File: src/rtl/scd_pkg.sv
`timescale 1ns / 1ps
// ----------------------------------------------------------------------------
// scd_pkg
// Shared types, constants and helpers for the scaled decimal compare core.
// ----------------------------------------------------------------------------
package scd_pkg;

    localparam int MANTISSA_WORDS = 3;
    localparam int WIDE_WORDS     = 6;
    localparam int MAX_SCALE      = 28;

    localparam int WIDE_BITS = 32 * WIDE_WORDS;
    localparam int LOAD_BITS = 32 * ((MANTISSA_WORDS < 3) ? MANTISSA_WORDS : 3);
    localparam int SCALE_W   = $clog2(MAX_SCALE + 1);

    localparam logic [95:0] LOAD_MASK = {96{1'b1}} >> (96 - LOAD_BITS);

    typedef logic [WIDE_BITS-1:0] t_wide;
    typedef logic [SCALE_W-1:0]   t_scale;

    typedef struct packed {
        logic [63:0] first_mantissa_low;
        logic [31:0] first_mantissa_high;
        logic [4:0]  first_scale;
        logic        first_negative;
        logic [63:0] second_mantissa_low;
        logic [31:0] second_mantissa_high;
        logic [4:0]  second_scale;
        logic        second_negative;
    } t_in_word;

    typedef struct packed {
        logic is_less;
        logic is_less_or_equal;
        logic is_greater;
        logic is_greater_or_equal;
        logic is_equal;
        logic is_not_equal;
    } t_out_word;

    // magnitude relation between the two aligned operands
    typedef struct packed {
        logic lt;
        logic eq;
        logic gt;
    } t_rel;

    function automatic t_wide load_wide(input logic [63:0] low, input logic [31:0] high);
        logic [95:0]           src;
        logic [WIDE_BITS+95:0] tmp;
        src = {high, low} & LOAD_MASK;
        tmp = {{WIDE_BITS{1'b0}}, src};
        return tmp[WIDE_BITS-1:0];
    endfunction

    function automatic t_scale clamp_scale(input logic [4:0] s);
        if (int'(s) > MAX_SCALE) begin
            return SCALE_W'(MAX_SCALE);
        end
        return SCALE_W'(s);
    endfunction

    function automatic t_out_word rel_to_word(input t_rel r);
        t_out_word w;
        w.is_less             = r.lt;
        w.is_less_or_equal    = r.lt | r.eq;
        w.is_greater          = r.gt;
        w.is_greater_or_equal = r.gt | r.eq;
        w.is_equal            = r.eq;
        w.is_not_equal        = ~r.eq;
        return w;
    endfunction

endpackage

File: src/rtl/scd_times_ten.sv
`timescale 1ns / 1ps
// ----------------------------------------------------------------------------
// scd_times_ten
// Shared scaling unit: multiplies a wide value by ten as a shift-and-add,
// kept modulo the buffer width.
// ----------------------------------------------------------------------------
module scd_times_ten import scd_pkg::*; (
    input  t_wide i_value,
    output t_wide o_value
);

    assign o_value = (i_value << 3) + (i_value << 1);

endmodule

File: src/rtl/scd_mag_cmp.sv
`timescale 1ns / 1ps
// ----------------------------------------------------------------------------
// scd_mag_cmp
// Unsigned magnitude compare of two aligned wide operands.
// ----------------------------------------------------------------------------
module scd_mag_cmp import scd_pkg::*; (
    input  t_wide i_a,
    input  t_wide i_b,
    output t_rel  o_rel
);

    always_comb begin
        o_rel.lt = (i_a < i_b);
        o_rel.gt = (i_a > i_b);
        o_rel.eq = (i_a == i_b);
    end

endmodule

File: src/rtl/scaled_decimal_compare_core.sv
`timescale 1ns / 1ps
// ----------------------------------------------------------------------------
// scaled_decimal_compare_core
// Compares two scaled sign-magnitude decimals and reports all six relations.
// ----------------------------------------------------------------------------
// sequence: S_IDLE accepts a word, S_ALIGN scales the smaller-scale operand
// (skipped for equal scales, mixed signs or two zeros) on the shared x10 unit
// that runs one alignment step per cycle, then S_CMP writes the result word;
// it sits in an output register, so the next word may start meanwhile
// reset: synchronous active low, clears the sequencer and the result valid
module scaled_decimal_compare_core import scd_pkg::*; (
    input  logic      i_clk,
    input  logic      i_rst_n,
    input  logic      i_valid,
    output logic      o_stall,
    input  t_in_word  i_data,
    output logic      o_valid,
    input  logic      i_stall,
    output t_out_word o_data
);

    typedef enum logic [2:0] {
        S_IDLE  = 3'b001,
        S_ALIGN = 3'b010,
        S_CMP   = 3'b100
    } t_state;

    t_state    r_state, n_state;
    t_scale    r_diff, n_diff;
    logic      r_ovalid;
    t_wide     r_a, r_b;
    logic      r_sel_a;
    logic      r_fast;
    t_rel      r_fast_rel;
    logic      r_neg;
    t_out_word r_out;

    t_wide  ld_a, ld_b, unit_in, unit_out;
    t_scale sa, sb, diff_in;
    logic   in_acc, out_free, both_zero, sign_diff;
    t_rel   mag_rel, fin_rel, fast_rel;

    assign in_acc   = i_valid & ~o_stall;
    assign out_free = ~r_ovalid | ~i_stall;
    assign o_stall  = (r_state != S_IDLE);
    assign o_valid  = r_ovalid;
    assign o_data   = r_out;

    always_comb begin
        ld_a      = load_wide(i_data.first_mantissa_low, i_data.first_mantissa_high);
        ld_b      = load_wide(i_data.second_mantissa_low, i_data.second_mantissa_high);
        sa        = clamp_scale(i_data.first_scale);
        sb        = clamp_scale(i_data.second_scale);
        diff_in   = (sa >= sb) ? (sa - sb) : (sb - sa);
        both_zero = (ld_a == '0) && (ld_b == '0);
        sign_diff = i_data.first_negative ^ i_data.second_negative;
        fast_rel.eq = both_zero;
        fast_rel.lt = ~both_zero & i_data.first_negative;
        fast_rel.gt = ~both_zero & ~i_data.first_negative;
    end

    assign unit_in = r_sel_a ? r_a : r_b;

    scd_times_ten u_times_ten (
        .i_value (unit_in),
        .o_value (unit_out)
    );

    scd_mag_cmp u_mag_cmp (
        .i_a   (r_a),
        .i_b   (r_b),
        .o_rel (mag_rel)
    );

    always_comb begin
        if (r_fast) begin
            fin_rel = r_fast_rel;
        end else if (r_neg) begin
            fin_rel.lt = mag_rel.gt;
            fin_rel.gt = mag_rel.lt;
            fin_rel.eq = mag_rel.eq;
        end else begin
            fin_rel = mag_rel;
        end
    end

    always_comb begin
        n_state = r_state;
        n_diff  = r_diff;
        case (r_state)
            S_IDLE: begin
                if (in_acc) begin
                    n_diff = diff_in;
                    if (both_zero || sign_diff || (diff_in == '0)) begin
                        n_state = S_CMP;
                    end else begin
                        n_state = S_ALIGN;
                    end
                end
            end
            S_ALIGN: begin
                n_diff = r_diff - t_scale'(1);
                if (r_diff == t_scale'(1)) begin
                    n_state = S_CMP;
                end
            end
            S_CMP: begin
                if (out_free) begin
                    n_state = S_IDLE;
                end
            end
            default: begin
                n_state = S_IDLE;
            end
        endcase
    end

    always_ff @(posedge i_clk) begin
        if (!i_rst_n) begin
            r_state  <= S_IDLE;
            r_diff   <= '0;
            r_ovalid <= 1'b0;
        end else begin
            r_state <= n_state;
            r_diff  <= n_diff;
            if ((r_state == S_CMP) && out_free) begin
                r_ovalid <= 1'b1;
            end else if (!i_stall) begin
                r_ovalid <= 1'b0;
            end
        end
    end

    always_ff @(posedge i_clk) begin
        if (in_acc) begin
            r_a        <= ld_a;
            r_b        <= ld_b;
            r_sel_a    <= (sa < sb);
            r_fast     <= both_zero | sign_diff;
            r_fast_rel <= fast_rel;
            r_neg      <= i_data.first_negative;
        end else if (r_state == S_ALIGN) begin
            if (r_sel_a) begin
                r_a <= unit_out;
            end else begin
                r_b <= unit_out;
            end
        end
        if ((r_state == S_CMP) && out_free) begin
            r_out <= rel_to_word(fin_rel);
        end
    end

endmodule

File: config.mk
export PLATFORM = sky130hd
export DESIGN_NAME = scaled_decimal_compare_core
export DESIGN_NICKNAME = d
export VERILOG_FILES = /design/src/rtl/scd_pkg.sv /design/src/rtl/scd_times_ten.sv /design/src/rtl/scd_mag_cmp.sv /design/src/rtl/scaled_decimal_compare_core.sv
export SDC_FILE = /design/constraint.sdc
export NUM_CORES = 2
export LEC_CHECK = 0
export BUFFER_PORTS_ARGS = -buffer_cell sky130_fd_sc_hd__buf_2
export CAP_MARGIN = 20
export CORE_UTILIZATION = 55
export CTS_CLUSTER_SIZE = 20
export DETAILED_ROUTE_END_ITERATION = 7
export PLACE_DENSITY = 0.76
export RECOVER_POWER = 25
export SLEW_MARGIN = 5
export SYNTH_ARGS = -nofsm -noshare
export SYNTH_HDL_FRONTEND = slang
export SYNTH_SLANG_ARGS = --single-unit
File: constraint.sdc
create_clock -name i_clk -period 4.65 [get_ports i_clk]
set_input_delay 0.6975 -clock i_clk [delete_from_list [all_inputs] [get_ports i_clk]]
set_output_delay 0.6975 -clock i_clk [all_outputs]
set_load 0.05 [all_outputs]
Yosys cells after proc, flatten, opt, wreduce, memory -nomap -nowiden
Index checks and enable logic that the tools add are counted.

Bits in registers: 405. Word-level logic and storage cells: 96.

Add/sub/neg operators: 4. Magnitude comparators: 6. Equality and inequality tests: 11. Mux-type cells: 25. Bitwise gates (word level): 15. Reductions and logical operators: 16.

Operators with widths (count): 96-bit 2-to-1 mux (6); 192-bit adder (1); 192-bit == test (1); 192-bit greater-than comparator (1); 96-bit logical NOT (2); 192-bit < comparator (1); 191-bit 2-to-1 mux (1); 5-bit 2-to-1 mux (6); 3-bit 2-to-1 mux (6); 5-bit greater-than comparator, second input constant (2); 5-bit case mux with 2 select lines (1); 2-bit AND reduction (5); 5-bit subtractor (2); 3-bit case mux with 3 select lines (1); 1-bit NOT (7); 2-bit != test, second input constant (3); 2-bit nonzero test (3); 5-bit by 1-bit == test with 1-bit output, second input constant (1); 5-bit greater-or-equal comparator (1); 5-bit logical NOT (1); 5-bit < comparator (1); 5-bit by 1-bit subtractor with 5-bit output, second input constant (1); 1-bit 2-to-1 mux (4); 2-bit by 1-bit != test with 1-bit output, second input constant (2); 10 further kinds (17).

Longest topological paths before layout
Word-level depth: 10. Mapped depth: 20. Depth with buffers taken out: 17.

Hierarchy
A second synthesis with hierarchy kept.

Cells, all modules: 4805. Area, all modules: 36418.7 µm².

By module, submodules not included: scaled_decimal_compare_core (instances 1, cells an instance 1970, area each 18235.0 µm²); scd_times_ten (instances 1, cells an instance 2131, area each 13203.9 µm²); scd_mag_cmp (instances 1, cells an instance 704, area each 4979.8 µm²).

Least setup slack after synthesis
Ideal clock, no wire load.

Kind: register to register. From: register r_state[2]. To: register r_b[185]. Arrival: 4.693 ns. Required time: 4.353 ns. Slack: -0.340 ns. Cell stages (with the launch flop): 10. Path buffers: 3. Clock period less this slack: 4.990 ns. Cells stage by stage: dfxtp_1 clkbuf_1 nor3b_1 nand2_1 inv_2 nor2_1 inv_1 clkbuf_1 clkbuf_1 o32ai_1.

Longest elaborated chain between the ends: 3.

RTL lines: start: declaration (RTL line scaled_decimal_compare_core.sv:28) `t_state r_state, n_state;`; start signal: assignment (RTL line scaled_decimal_compare_core.sv:124) `r_state <= n_state;`; 3-bit by 1-bit != test with 1-bit output (RTL line scaled_decimal_compare_core.sv:45) `assign o_stall = (r_state != S_IDLE);`; 1-bit NOT (RTL line scaled_decimal_compare_core.sv:43) `assign in_acc = i_valid & ~o_stall;`; 1-bit bitwise AND (RTL line scaled_decimal_compare_core.sv:43); end signal: assignment (RTL line scaled_decimal_compare_core.sv:137) `r_b <= ld_b;`; end signal: assignment (RTL line scaled_decimal_compare_core.sv:146) `r_b <= unit_out;`; end: declaration (RTL line scaled_decimal_compare_core.sv:31) `t_wide r_a, r_b;`.

Several ways; a longest one is shown, not always the timed one. A chain may end at the register's enable or synchronous reset.

Worst setup path after layout
From: register r_sel_a. To: register r_a[93], data pin.

Longest elaborated chain between the ends: 5.

RTL lines: start: declaration (RTL line scaled_decimal_compare_core.sv:32) `logic r_sel_a;`; start signal: assignment (RTL line scaled_decimal_compare_core.sv:138) `r_sel_a <= (sa < sb);`; 191-bit 2-to-1 mux (RTL line scaled_decimal_compare_core.sv:62) `assign unit_in = r_sel_a ? r_a : r_b;`; 192-bit adder (RTL line scd_times_ten.sv:12) `assign o_value = (i_value << 3) + (i_value << 1);`; 96-bit 2-to-1 mux (RTL line scaled_decimal_compare_core.sv:143) `if (r_sel_a) begin`; 96-bit 2-to-1 mux (RTL line scaled_decimal_compare_core.sv:142) `end else if (r_state == S_ALIGN) begin`; 96-bit 2-to-1 mux (RTL line scaled_decimal_compare_core.sv:135) `if (in_acc) begin`; end signal: assignment (RTL line scaled_decimal_compare_core.sv:136) `r_a <= ld_a;`; end signal: assignment (RTL line scaled_decimal_compare_core.sv:144) `r_a <= unit_out;`; end: declaration (RTL line scaled_decimal_compare_core.sv:31).

No other way between the ends. The select of a mux whose other input is x is not followed.

==> results.txt <==
The total leakage power came out at 19.31 nW. The via density per instance came out at 6.118. In the final timing run, aggregate negative setup slack is 0 ps. The wire-length estimate of the detail-placed layout is 97.64 mm.

Along the worst path, the maximum fanout reaches 34. Power spread over the standard cell area amounts to 524.7 nW/µm². The clock share of power is 0.163. The total instance count after detailed placement came out at 5874.

In this run the cell area measured after placement is 39730 µm². The area of the core is 63200 µm². Of the total power, the share spent switching nets is 0.4424.

The synthesized netlist net count is 5231. Counting along the longest clock path gives a buffer depth of 3. For this configuration, the core starts out at a cell density of 0.5579. The number of slew-limit violations in the final report is 290. The sequential fraction of the synthesis area is 0.2879. The portion of total power attributed to combinational logic is 0.601. The clock-pin slew of the registers on the worst-case setup and hold paths came out at 60 ps. The clock latency reported for the late side of the worst-skew pair came out at 620 ps. Max-cap violations in this run came to 3. Between clock sinks in the finished design, the worst skew comes to 32.51 ps. The count of buffers from port buffering came out at 215. The count of antenna-violating nets left after detailed routing came out at 0.

The final hold violation count came out at 0. The share of flip-flops with an asynchronous set or reset after synthesis came out at 0. The total overflow reported by the global router is 0.

Compared with the post-synthesis result, the final layout area differs by 19.55%. Hold repair after CTS inserted 0 buffers. The post-detailed-routing wire length came out at 122.8 mm. The number of clock buffers added by TritonCTS is 45. The slew of the pin with the lowest slew margin came out at 2679 ps. The synthesized flop and latch total is 405. The final reports fail on max-capacitance violations, max-slew violations. The global placer's final weighted congestion came out at 1.036. CTS placed an instance of sky130_fd_sc_hd__clkbuf_16 at the clock tree root.

The average routed wire per standard cell is 20.53 µm. Counting every instance in the synthesized netlist gives 4629. The die footprint came out at 65120 µm². Power comes to 22.12 mW. For this run, the number of Yosys warnings is 0. The number of antenna violations at the first check in global routing is 4.

The detailed-router iteration count before antenna repair is 8. The critical path in this run is classified as register to register. The first global-routing pass estimated 186.3 mm of wire. The kind of path behind the tightest hold check is input port to register. The number of global-route vias before repair came out at 34680. Among all flip-flop cells after synthesis, the most frequent one is sky130_fd_sc_hd__edfxtp_1. The worst setup path is launched from a register. For the worst setup path, the data required time is 5110 ps.

The boundary pin count is 216. Setup repair after global routing could not meet its margin everywhere. The DRC violation total after the first TritonRoute iteration came out at 3521. The synthesized area divided by synthesized cell count came out at 7.617 µm².

The normalized max-slew margin is -0.7861. With fillers left out, the area of the finished cells amounts to 42150 µm². After the flow finishes, the layout carries non-filler instances totaling 5984. The share of layout cells above drive strength 1 is 0.1721.

The total routing resource utilization after global routing is 0.3670. The internal power of the cells totals 12.33 mW. STA puts the critical path data arrival time at 5010 ps. The net switching power is 9.785 mW.

The routed via count is 36610. The maximum ir drop on the vdd rail came out at 0.4510 mV. The flow ran to the end, but the final reports show violations. The ratio of final minimum period to clock period came out at 0.9799. The sequential fraction of design power is 0.236. CTS saw 405 sinks.

The number of synthesized flops with an enable pin came out at 204. CTS built an H-tree with a depth of 2. The floorplan step set the die width to 255.2 µm.

The number of nets in the finished design is 5704. For this run, the top clock speed supported by timing is 219.5 MHz. The cell area after technology mapping is 35260 µm².

The clock period minus worst slack came out at 4557 ps. Setup violations remaining at the end of the flow were counted as 0. The total DRC errors in the routed layout came out at 0. The count of unique library cells instantiated by Yosys came out at 92. The worst setup path is captured at a register. The floorplan row count came out at 92. The largest net degree at the start of global routing came out at 201. The TritonCTS clock tree is yes. The tightest hold path in the finished design has a slack of 342.0 ps. The floorplan step set the die height to 255.2 µm.
-- power groups by stage --
stage          registers (mW)  logic, mW  clock network [mW]
4_1_cts                  5.20       12.5                3.65
2_1_floorplan            5.18       7.45                   0
6_report                 5.21       13.3                3.61
3_5_place_dp             5.27       12.3                   0
5_1_grt                  5.27       14.4                3.78
3_3_place_gp             5.25       12.2                   0
-- synthesized netlist by cell type (all sizes together), types with 20 or more instances --
cell type,n,share of area
a21o,195,0.042
a21oi,382,0.054
a221oi,20,0.0051
a22o,121,0.030
a31oi,28,0.0056
buf,33,0.0042
clkbuf,194,0.021
dfxtp,201,0.11
edfxtp,204,0.17
ha,391,0.14
inv,273,0.029
nand2,982,0.10
nand2b,20,0.0035
nand3,38,0.0054
nand4,171,0.030
nor2,250,0.027
nor3,50,0.0071
nor4,72,0.013
o21a,39,0.0083
o21ai,476,0.068
o21bai,78,0.017
xnor2,99,0.025
xor2,91,0.023
-- path summary, 6_finish.rpt --
check | endpoint | slack [ps] | start | cells past startpoint
setup / recovery | r_a[93] | 90 | r_sel_a | 17
hold / removal | r_state[0] | 340 | i_rst_n | 2
setup reg to reg | r_a[93] | 90 | r_sel_a | 17
hold reg to reg | r_a[191] | 470 | r_a[191] | 2
-- through the flow --
| stage | utilization | setup WS (ps) |
|---|---|---|
| floorplan | - | 106.7 |
| global placement | 0.6287 | -165.1 |
| detailed placement | 0.6287 | -222.4 |
| CTS | 0.6547 | -41.06 |
| global route | 0.6669 | -94.51 |
| finish | 0.6670 | 93.34 |
-- worst max-delay path, cell delays in order, from the launching register on --
cell and delay [ps]:
sky130_fd_sc_hd__edfxtp_1 390, sky130_fd_sc_hd__buf_4 170, sky130_fd_sc_hd__buf_12 160, sky130_fd_sc_hd__o21ai_1 470
sky130_fd_sc_hd__ha_4 260, sky130_fd_sc_hd__nand2_1 80, sky130_fd_sc_hd__or3_4 420, sky130_fd_sc_hd__a41oi_4 250
sky130_fd_sc_hd__buf_4 160, sky130_fd_sc_hd__nand4bb_4 160, sky130_fd_sc_hd__o31ai_4 420, sky130_fd_sc_hd__buf_4 210
sky130_fd_sc_hd__a21boi_0 130, sky130_fd_sc_hd__o21a_1 250, sky130_fd_sc_hd__o21ai_0 390, sky130_fd_sc_hd__xnor2_1 190
sky130_fd_sc_hd__nand2_1 100, sky130_fd_sc_hd__nand2_1 160
-- metal layers --
layer,global-route usage,routed length (µm)
met1,0.4677,50320
met2,0.5991,55560
met3,0.06336,10300
met4,0.1812,6619
met5,0,30
-- cell families after synthesis --
group / Yosys count / synth area share
flops: 405 / 0.2879
xor+xnor: 190 / 0.04720
fa+ha+maj: 394 / 0.1405
simple gates: 1669 / 0.2075
buf+inv: 500 / 0.05390
compound gates: 1462 / 0.2605
mux: 9 / 0.002661
-- final cells by class --
cell class	count	area [µm²]
multi-input combinational	3724	23990
fill	5510	21040
sequential	405	10150
timing repair buffer	653	4474
clock buffer	56	1197
tap	846	1059
inverter	273	1031
clock inverter	25	244.0
antenna	2	5.005
-- registers in the layout, indices dropped and copies added (netlist names) --
name and cells:
r_a 192, r_b 192, o_data 6, r_diff 5, r_fast_rel 3, r_state 3, o_valid 1, r_fast 1
r_neg 1, r_sel_a 1
-- repair_timing --
action,CTS,global route
gates cloned,1,1
setup endpoints to repair,48,124
setup buffers,6,19
pin swaps,16,58
gates resized for setup,63,205
-- placed cells by master (no fill, tap or decap), drive strengths merged, types with 7 or more instances in the layout --
cell    count
nor3       50
a21oi     382
nor2b      15
a31oi      28
edfxtp    204
xor2       91
clkinv     15
dfxtp     201
a21o      195
and3       12
a21boi     14
o21a       39
a211oi     14
ha        391
buf       640
o22ai       7
a221oi     20
nor4       72
nand3      38
and2       12
or3        12
o21ai     476
nor2      250
xnor2      99
o211ai     14
o31ai      19
clkbuf     69
nand4     171
nand2     982
or2        11
inv       275
nand2b     20
a22o      121
o41ai       7
o21bai     78
No activity file was read; power rests on OpenSTA's default activity.
